## src/hw/rtl/assert_macros.svh

```systemverilog
// assertion macros for the rtl files, included by sm3_hash
`ifndef ASSERT_MACROS_SVH
`define ASSERT_MACROS_SVH

// expression must hold at every clock edge outside reset
`define ASSERT_ALWAYS(label, clk, rst_n, expr) \
	label: assert property (@(posedge clk) disable iff (!rst_n) (expr)) \
		else $error("assertion failed");

// consequent must hold in the same cycle as the antecedent
`define ASSERT_IMPL(label, clk, rst_n, ante, cons) \
	label: assert property (@(posedge clk) disable iff (!rst_n) (ante) |-> (cons)) \
		else $error("assertion failed");

// consequent must hold in the cycle after the antecedent
`define ASSERT_NEXT(label, clk, rst_n, ante, cons) \
	label: assert property (@(posedge clk) disable iff (!rst_n) (ante) |=> (cons)) \
		else $error("assertion failed");

`endif

```

## src/hw/rtl/sm3_pkg.sv

```systemverilog
// shared types, constants and functions of the sm3 hash block
package sm3_pkg;

	typedef logic [31:0] word_t;
	typedef logic [7:0][31:0] hash_t;

	typedef struct packed {
		logic push;
		logic expand;
	} msg_ctrl_t;

	typedef struct packed {
		logic load;
		logic step;
	} rnd_ctrl_t;

	localparam hash_t SM3_IV = {
		32'hB0FB0E4E, 32'hE38DEE4D, 32'h163138AA, 32'hA96F30BC,
		32'hDA8A0600, 32'h172442D7, 32'h4914B2B9, 32'h7380166F
	};

	localparam word_t T_LOW       = 32'h79CC4519;
	// high round constant already rotated left by sixteen for round sixteen
	localparam word_t T_HIGH_R16  = 32'h9D8A7A87;
	localparam word_t PAD_WORD    = 32'h8000_0000;
	localparam logic [5:0] LAST_ROUND    = 6'd63;
	localparam logic [5:0] LAST_LOW_ROUND = 6'd15;
	localparam logic [3:0] LEN_HI_POS    = 4'd14;
	localparam logic [3:0] LAST_POS      = 4'd15;
	localparam logic [2:0] LAST_IDX      = 3'd7;

	function automatic word_t rotl(input word_t x, input int unsigned n);
		return (x << n) | (x >> (32 - n));
	endfunction

	function automatic word_t p0(input word_t x);
		return x ^ rotl(x, 9) ^ rotl(x, 17);
	endfunction

	function automatic word_t p1(input word_t x);
		return x ^ rotl(x, 15) ^ rotl(x, 23);
	endfunction

endpackage

```

## src/hw/rtl/sm3_msg.sv

```systemverilog
// block buffer as a 16-word shift window with message expansion
module sm3_msg import sm3_pkg::*; (
	input  logic      clk,
	input  msg_ctrl_t ctrl,
	input  word_t     push_word,
	output word_t     w_j,
	output word_t     wp_j
);

	word_t win_q [16];
	word_t w_new;

	// next expanded word from the sixteen most recent ones
	assign w_new = p1(win_q[0] ^ win_q[7] ^ rotl(win_q[13], 15))
		^ rotl(win_q[3], 7) ^ win_q[10];

	always_ff @(posedge clk) begin
		if (ctrl.push || ctrl.expand) begin
			for (int i = 0; i < 15; i++) begin
				win_q[i] <= win_q[i+1];
			end
			win_q[15] <= ctrl.push ? push_word : w_new;
		end
	end

	assign w_j  = win_q[0];
	assign wp_j = win_q[0] ^ win_q[4];

endmodule

```

## src/hw/rtl/sm3_round.sv

```systemverilog
// sm3 compression round unit, one round per cycle while step is asserted
module sm3_round import sm3_pkg::*; (
	input  logic      clk,
	input  rnd_ctrl_t ctrl,
	input  logic [5:0] round,
	input  hash_t     chain,
	input  word_t     w_j,
	input  word_t     wp_j,
	output hash_t     state
);

	hash_t v_q;
	word_t t_q;
	word_t a12, ss1, ss2, ff, gg, tt1, tt2;
	logic  low;

	assign low = (round <= LAST_LOW_ROUND);
	assign a12 = rotl(v_q[0], 12);
	assign ss1 = rotl(a12 + v_q[4] + t_q, 7);
	assign ss2 = ss1 ^ a12;
	assign ff  = low ? (v_q[0] ^ v_q[1] ^ v_q[2])
		: ((v_q[0] & v_q[1]) | (v_q[0] & v_q[2]) | (v_q[1] & v_q[2]));
	assign gg  = low ? (v_q[4] ^ v_q[5] ^ v_q[6])
		: ((v_q[4] & v_q[5]) | (~v_q[4] & v_q[6]));
	assign tt1 = ff + v_q[3] + ss2 + wp_j;
	assign tt2 = gg + v_q[7] + ss1 + w_j;

	always_ff @(posedge clk) begin
		if (ctrl.load) begin
			v_q <= chain;
			t_q <= T_LOW;
		end else if (ctrl.step) begin
			v_q[0] <= tt1;
			v_q[1] <= v_q[0];
			v_q[2] <= rotl(v_q[1], 9);
			v_q[3] <= v_q[2];
			v_q[4] <= p0(tt2);
			v_q[5] <= v_q[4];
			v_q[6] <= rotl(v_q[5], 19);
			v_q[7] <= v_q[6];
			// constant rotates by one per round, mod 32; after round fifteen it loads the pre-rotated high constant
			t_q <= (round == LAST_LOW_ROUND) ? T_HIGH_R16 : rotl(t_q, 1);
		end
	end

	assign state = v_q;

endmodule

```

## src/hw/rtl/sm3_hash.sv

```systemverilog
// sm3 hash top level: sequencer, chaining value, length counter, digest output
// a word that does not fill the block is only written into the buffer; a word that
// fills it adds 64 rounds on the shared round unit plus a fold
// a last word adds one padding word per remaining slot, one or two compressions,
// then 8 digest transfers
// async reset loads the initial vector and clears position, length and sequencer
`include "assert_macros.svh"

module sm3_hash import sm3_pkg::*; (
	input  logic        clk,
	input  logic        arst_n,
	input  logic        data_valid,
	output logic        data_ready,
	input  logic [31:0] data_word,
	input  logic [2:0]  byte_count,
	input  logic        last,
	output logic        digest_valid,
	input  logic        digest_ready,
	output logic [31:0] digest_word,
	output logic [2:0]  word_index,
	output logic        last_word
);

	typedef enum logic [4:0] {
		S_IDLE = 5'b00001,
		S_PAD  = 5'b00010,
		S_COMP = 5'b00100,
		S_FOLD = 5'b01000,
		S_OUT  = 5'b10000
	} state_t;

	state_t      state_q;
	hash_t       chain_q;
	hash_t       rnd_state;
	logic [3:0]  pos_q;
	logic [60:0] bytes_q;
	logic [5:0]  round_q;
	logic [2:0]  idx_q;
	logic        pad_q;      // padding of the current message under way
	logic        pad_word_q; // marker word still to go after a full last word
	logic        len_hi_q;   // upper length word already in the buffer
	logic        done_q;     // lower length word in, digest follows compression

	logic        in_xfer, out_xfer;
	logic        push, full;
	word_t       push_word;
	word_t       w_j, wp_j;
	logic [2:0]  add_bytes;
	msg_ctrl_t   msg_ctrl;
	rnd_ctrl_t   rnd_ctrl;

	assign data_ready   = (state_q == S_IDLE);
	assign digest_valid = (state_q == S_OUT);
	assign in_xfer      = data_valid && data_ready;
	assign out_xfer     = digest_valid && digest_ready;

	assign digest_word = chain_q[idx_q];
	assign word_index  = idx_q;
	assign last_word   = (idx_q == LAST_IDX);

	// bytes taken by this transfer: four for an inner word; on a last word counts of five and up act as four
	assign add_bytes = (!last || byte_count[2]) ? 3'd4 : byte_count;

	// word going into the block buffer this cycle
	always_comb begin
		push      = 1'b0;
		push_word = '0;
		unique case (state_q)
			S_IDLE: begin
				if (in_xfer) begin
					push = 1'b1;
					if (!last || byte_count[2]) begin
						push_word = data_word;
					end else begin
						// keep the leading bytes, marker right after them
						case (byte_count[1:0])
							2'd0:    push_word = PAD_WORD;
							2'd1:    push_word = {data_word[31:24], 24'h80_0000};
							2'd2:    push_word = {data_word[31:16], 16'h8000};
							default: push_word = {data_word[31:8], 8'h80};
						endcase
					end
				end
			end
			S_PAD: begin
				push = 1'b1;
				if (pad_word_q) begin
					push_word = PAD_WORD;
				end else if (len_hi_q) begin
					push_word = {bytes_q[28:0], 3'b000};
				end else if (pos_q == LEN_HI_POS) begin
					push_word = bytes_q[60:29];
				end else begin
					push_word = '0;
				end
			end
			default: begin
			end
		endcase
	end

	assign full = push && (pos_q == LAST_POS);

	assign msg_ctrl.push   = push;
	assign msg_ctrl.expand = (state_q == S_COMP);
	assign rnd_ctrl.load   = full;
	assign rnd_ctrl.step   = (state_q == S_COMP);

	sm3_msg u_msg (
		.clk       (clk),
		.ctrl      (msg_ctrl),
		.push_word (push_word),
		.w_j       (w_j),
		.wp_j      (wp_j)
	);

	sm3_round u_round (
		.clk   (clk),
		.ctrl  (rnd_ctrl),
		.round (round_q),
		.chain (chain_q),
		.w_j   (w_j),
		.wp_j  (wp_j),
		.state (rnd_state)
	);

	// sequencer and message bookkeeping
	always_ff @(posedge clk or negedge arst_n) begin
		if (!arst_n) begin
			state_q    <= S_IDLE;
			chain_q    <= SM3_IV;
			pos_q      <= '0;
			bytes_q    <= '0;
			round_q    <= '0;
			idx_q      <= '0;
			pad_q      <= 1'b0;
			pad_word_q <= 1'b0;
			len_hi_q   <= 1'b0;
			done_q     <= 1'b0;
		end else begin
			if (push) begin
				pos_q <= pos_q + 4'd1;
			end
			if (full) begin
				round_q <= '0;
			end
			unique case (state_q)
				S_IDLE: begin
					if (in_xfer) begin
						bytes_q <= bytes_q + 61'(add_bytes);
						if (last) begin
							pad_q      <= 1'b1;
							pad_word_q <= byte_count[2];
							len_hi_q   <= 1'b0;
							done_q     <= 1'b0;
						end
						if (full) begin
							state_q <= S_COMP;
						end else if (last) begin
							state_q <= S_PAD;
						end
					end
				end
				S_PAD: begin
					if (pad_word_q) begin
						pad_word_q <= 1'b0;
					end else if (len_hi_q) begin
						len_hi_q <= 1'b0;
						done_q   <= 1'b1;
					end else if (pos_q == LEN_HI_POS) begin
						len_hi_q <= 1'b1;
					end
					if (full) begin
						state_q <= S_COMP;
					end
				end
				S_COMP: begin
					round_q <= round_q + 6'd1;
					if (round_q == LAST_ROUND) begin
						state_q <= S_FOLD;
					end
				end
				S_FOLD: begin
					// feed-forward into the chaining value
					chain_q <= chain_q ^ rnd_state;
					idx_q   <= '0;
					if (done_q) begin
						state_q <= S_OUT;
					end else if (pad_q) begin
						state_q <= S_PAD;
					end else begin
						state_q <= S_IDLE;
					end
				end
				S_OUT: begin
					if (out_xfer) begin
						idx_q <= idx_q + 3'd1;
						if (idx_q == LAST_IDX) begin
							// back to a fresh message
							chain_q <= SM3_IV;
							bytes_q <= '0;
							pad_q   <= 1'b0;
							done_q  <= 1'b0;
							state_q <= S_IDLE;
						end
					end
				end
				default: begin
					state_q <= S_IDLE;
				end
			endcase
		end
	end

	// digest only leaves with an empty block buffer
	`ASSERT_IMPL(a_out_pos_zero, clk, arst_n, digest_valid, pos_q == '0)
	// input and output sides never open together
	`ASSERT_ALWAYS(a_ready_excl, clk, arst_n, !(data_ready && digest_valid))
	// the lower length word always lands in the last slot
	`ASSERT_IMPL(a_len_lo_slot, clk, arst_n, (state_q == S_PAD) && len_hi_q, pos_q == LAST_POS)
	// compression ends in a fold after the last round
	`ASSERT_NEXT(a_comp_fold, clk, arst_n, (state_q == S_COMP) && (round_q == LAST_ROUND), state_q == S_FOLD)

endmodule

```

## config.mk

```make
export PLATFORM = sky130hd
export DESIGN_NAME = sm3_hash
export DESIGN_NICKNAME = d
export VERILOG_FILES = /design/src/hw/rtl/sm3_pkg.sv /design/src/hw/rtl/sm3_msg.sv /design/src/hw/rtl/sm3_round.sv /design/src/hw/rtl/sm3_hash.sv
export VERILOG_INCLUDE_DIRS = /design/src /design/src/hw/rtl
export SDC_FILE = /design/constraint.sdc
export NUM_CORES = 2
export LEC_CHECK = 0
export BUFFER_PORTS_ARGS = -buffer_cell sky130_fd_sc_hd__buf_2
export CELL_PAD_IN_SITES_DETAIL_PLACEMENT = 1
export CELL_PAD_IN_SITES_GLOBAL_PLACEMENT = 1
export CORE_ASPECT_RATIO = 0.6
export CORE_MARGIN = 2
export CORE_UTILIZATION = 55
export CTS_CLUSTER_SIZE = 40
export DETAILED_ROUTE_END_ITERATION = 6
export HOLD_SLACK_MARGIN = 0.05
export PLACE_DENSITY_LB_ADDON = 0.1
export SLEW_MARGIN = 10
export SYNTH_ARGS = -nofsm -noshare
export SYNTH_HDL_FRONTEND = slang
export SYNTH_HIERARCHICAL = 1
export SYNTH_SLANG_ARGS = --single-unit
```

## constraint.sdc

```tcl
create_clock -name clk -period 13.1 [get_ports clk]
set_input_delay 0.655 -clock clk [delete_from_list [all_inputs] [get_ports clk]]
set_output_delay 0.655 -clock clk [all_outputs]
set_load 0.005 [all_outputs]
```

Word level (Yosys, flattened, before mapping)
Memories as Yosys holds them, arrays and structs flattened.
Cells that the tools add are included.
Widths: inputs -> output; s select.
{ "totals": {"word_cells": 175, "reg_bits": 627, "n_memories": 1, "ramBits": 512, "inputBits": 40} }
{ "classes": {"mux": 58, "n_eq_ne": 21, "order_cmp": 2, "n_reduce_logical": 20, "add_sub_neg": 12, "n_bitwise": 35} }
{ "memory_table": {"columns": ["memory", "depth", "word_bits", "read_ports", "rd_clocked_by_memory_dff", "write_ports", "line", "source"], "rows": [
  ["u_msg.win_q", 16, 32, 16, 0, 16, "sm3_msg.sv:10", "word_t win_q [16];"]
]} }
{ "op_table": {"columns": ["operator", "count"], "rows": [
  ["$mux 256", 4],
  ["$pmux 256 s2", 1],
  ["$xor 32x32->32", 14],
  ["$mux 32", 10],
  ["$add 32x32->32", 8],
  ["$xor 256x256->256", 1],
  ["$mux 61", 3],
  ["$and 32x32->32", 5],
  ["$pmux 61 s2", 1],
  ["$bmux 32 s3", 1],
  ["$or 32x32->32", 3],
  ["$pmux 32 s3", 1],
  ["$or 32x15->32", 2],
  ["$or 32x7->32", 2],
  ["$or 32x9->32", 2],
  ["$pmux 32 s2", 1],
  ["$add 61x3->61", 1],
  ["$mux 5", 8],
  ["$not 32->32", 1],
  ["$or 32x1->32", 1],
  ["$or 32x12->32", 1],
  ["$or 32x17->32", 1],
  ["$or 32x19->32", 1],
  ["$or 32x23->32", 1],
  ["other kinds (39)", 74]
]} }

Logic depth before layout (Yosys ltp)
{ "depth": {"word_depth": 12, "mapped_depth": 30, "ltp_nobuf": 30} }

By module
The synthesis kept the hierarchy.
{ "by_module_without_submodules": {"columns": ["mod", "area_per_inst_um2", "seq_area_each_um2", "cells_per_inst", "n_inst"], "rows": [
  ["sm3_round", 23019.6, 8328.0, 2039, 1],
  ["sm3_hash", 19239.7, 8633.3, 1976, 1],
  ["sm3_msg", 17815.8, 15374.7, 776, 1]
]} }

Worst setup path after synthesis
Ideal clock, no wire load.
{ "synth_path": {"path_kind": "input-to-reg", "from": "input data_valid", "to": "register u_round.v_q, in the netlist u_round/state[0], enable pin", "cell_stages": 7, "required_ps": 10908, "arrival_ps": 6508, "slack_ps": 4401, "path_buffers": 1, "setup_ps": 2192, "path_cell_list": "nand3b_1 a21oi_1 nand4_1 inv_1 clkbuf_1 nor2_1 clkinv_1"} }
{ "synth_lines": {"columns": ["item", "line", "source"], "rows": [
  ["from (decl)", "sm3_hash.sv:12", "input logic data_valid,"],
  ["to (signal assigned)", "sm3_round.sv:30", "v_q <= chain;"],
  ["to (decl)", "sm3_round.sv:12", "hash_t v_q;"]
]} }

Final worst setup path
{ "layout_path": {"from": "register u_round.v_q, in the netlist u_round/state[21]", "to": "register u_round.v_q, in the netlist u_round/state[31], data pin"} }
{ "layout_between": {"elab_chain_cells": 9} }
{ "layout_lines": {"columns": ["item", "line", "source"], "rows": [
  ["$or 32x12->32 or $and 32x32->32 (tied branches)", "sm3_pkg.sv:33, sm3_round.sv:22", null],
  ["$add 32x32->32 or $or 32x32->32 (tied branches) (2 in series)", "sm3_round.sv:19, sm3_round.sv:22", null],
  ["$or 32x7->32 or $mux 32 (tied branches)", "sm3_pkg.sv:33, sm3_round.sv:21", null],
  ["$xor 32x32->32 or $add 32x32->32 (tied branches)", "sm3_round.sv:20, sm3_round.sv:25", null],
  ["$add 32x32->32 (*) (2 in series)", "sm3_round.sv:25", "assign tt1 = ff + v_q[3] + ss2 + wp_j;"],
  ["$mux 256 (*)", "sm3_round.sv:32", "end else if (ctrl.step) begin"],
  ["$mux 256 (*)", "sm3_round.sv:29", "if (ctrl.load) begin"]
]} }
Every way passes the cells marked *; elsewhere a longest branch is shown, timed or not. The select of a mux whose other input is x is not followed.
A chain may end at the register's enable or synchronous reset.

==> impl_metrics.ini <==
[clocking]
cts_setup_buffers = 0
clk_pin_slew_ps = 70
cts.path.max_buffers = 3
cts_sinks = 1139
cts_htree_levels = 3
cts_tree = yes
cts_buffers = 107
insertion_delay_ps = 750
clock-root-buffer = clkbuf_16

[worst_hold_path]
hp-class = input pin to flop
hold_start = byte_count[2]

[layout]
final_nets = 5138
fill_cells = 10530
drive_above_1_share = 0.1643
area_growth_pct = 8.860

[setup_path]
cp-start-kind = flop
crit_path_end_kind = flop
cp_num_buf_inv = 3
slowest_delay_ps = 580
crit_type = flop to flop
crit_fanout = 5
r2r-start = u_round/state[21]
crit_top_cell = fa_1
crit_start = u_round/state[21]
critPathArrivalTime_ps = 9900
cp_top_family = compound AO/OA/AOI/OAI gates
required_ps = 13600
crit_path_top_delay_cell = fa_1

[sta]
skew_ps = 30.62
final_hold_viol_count = 0
rsz0062_at_grt = no
setup_tns_ps = 0
period_needed_ps = 9402
fin_crit_sh = 0.7177
setup_ws_ps = 3698
tightestPinTransition_ps = 1323
setup_viol = 0
max_freq_mhz = 106.4
slew_violations = 0
slew_headroom = 0.1151

[global_route]
overflow = 0
grt_pass1_vias = 41350
track_usage = 0.3748
grt_max_degree = 208
antenna_found_initial = 19
grt_pass1_wl_um = 299000

[floorplanning]
die_width_um = 430.7
die_h_um = 260
core_um2 = 107800
die-area_um2 = 112000
row_count = 93
initial_core_util = 0.5575
ios = 78

[logic_synthesis]
syn_avg_cell_area_um2 = 12.54
synth_flop_cell = edfxtp_1
ys_seq_elements = 1139
synth_area_leaders = edfxtp_1 (38%), dfrtp_1 (9.1%), fa_1 (6.3%), dfstp_2 (5.2%), mux2_2 (4.4%)
syn-num-nets = 5121
synth_edf_count = 768
synth_top_area_cell = edfxtp_1
ys_seq_area_frac = 0.5383
post-synth-top-area-fraction = 0.3839
yosysMostFrequentCell = edfxtp_1
yosysUniqueCellTypes = 90
synth_area_um2 = 60080
synth.cells.most_frequent = edfxtp_1 (768), nor2_1 (385), nand2_1 (376)
yosysWarningCount = 6
synthCells = 4791
async_reset_ff_frac = 0.2976

[status]
outcome = finished clean

[detailed_routing]
post_drt_wl_per_cell_um = 32.96
via_per_inst = 6.638
postRouteAntennaNets = 0
vias = 42000
first_pass_iters = 7
drt_iter0_drc = 5473
drt_wl_total_um = 208600
drc = 0

[placed_design]
portBuffers = 77
preCtsSetupSlack_ps = 4014
gp_congestion = 1.004
dp_hpwl_um = 153500

[job]
maxCapViolCount = 0
[tightest hold or removal path, cell delays in order]
cell	delay (ps)
buf_2	100
inv_1	40
o21ai_0	70
[sequential cells by signal (all words and copies together), names as in the netlist]
signal         cells
bytes_q           61
chain_q          256
done_q             1
len_hi_q           1
pad_q              1
pad_word_q         1
pos_q              4
round_q            6
state_q            5
u_msg/win_q      512
u_round/state    256
u_round/t_q       32
word_index         3
[repair_timing]
| action | 4_1_cts | 5_1_grt |
|---|---|---|
| endpoints found under the hold margin | 52 | 0 |
| hold buffers | 1 | 0 |
| gates resized for setup | 0 | 0 |
[placed cells by master, fill, tap and decap left out, drive strengths merged, types with 16 or more instances in the layout]
cell type and n:
a211oi 131, xnor3 36, xnor2 262, inv 262, xor2 116, buf 132, nand2 376, nand2b 16
and4 123, nand3 40, nor3 30, dfrtp 219, mux4 64, o21ai 221, fa 189, nor2 385
clkbuf 146, a21o 45, o21a 17, mux2 233, a31o 142, dfstp 120, dfxtp 32, edfxtp 768
mux2i 51, a22oi 24, clkinv 43, a21oi 282, o31ai 26, or4 19, or3 31, ha 101
nand4 24, o211ai 20
[layer usage]
metal / track usage / routed length (µm) / share of wire
met1: 0.5819 / 92630 / 0.44
met5: 0 / 82 / 0.00039
met2: 0.4984 / 82730 / 0.40
met4: 0.08207 / 4979 / 0.024
met3: 0.1346 / 28180 / 0.14
[stage by stage]
step           std cells  cell area (µm²)  hold slack, ps  utilization
2_1_floorplan       4791            60080           359.4            -
3_3_place_gp        6123            61860           400.2       0.5741
3_5_place_dp        6123            61860           405.2       0.5741
4_1_cts             6326            65390           139.7       0.6068
5_1_grt             6326            65390           189.9       0.6069
6_report            6328            65400           180.0       0.6069
[path summary, 6_finish.rpt]
kind                                     end  slack (ps)  cells after the start
max in group asynchronous        chain_q[42]       10380                      4
min in group asynchronous        bytes_q[31]         450                      2
hold / removal                    pad_word_q         180                      3
hold reg to reg            u_msg/win_q[4][5]         390                      0
setup reg to reg           u_round/state[31]        3700                     30
setup / recovery           u_round/state[31]        3700                     30
[kinds of logic after synthesis]
group / synth area share
AND/OR/NAND/NOR: 0.08974
AO/OA/AOI/OAI: 0.1102
buffers and inverters: 0.03182
multiplexers: 0.07617
adder cells (fa/ha/maj): 0.08418
XOR/XNOR: 0.06967
flip-flops: 0.5383
[layout make-up]
cell class	instances	area, µm²	area share
Inverter	261	994.7	0.01521
Tap cell	1425	1783	0.02726
Clock inverter	56	531.8	0.008131
Timing Repair Buffer	133	880.8	0.01347
Multi-Input combinational cell	3166	25870	0.3956
Antenna cell	2	5.005	0.00007653
Sequential cell	1139	32340	0.4946
Clock buffer	146	2987	0.04567
Power is left out: the tool's default activity adds up to more than one toggle a clock period on the data nets, which glitch-free logic cannot reach.
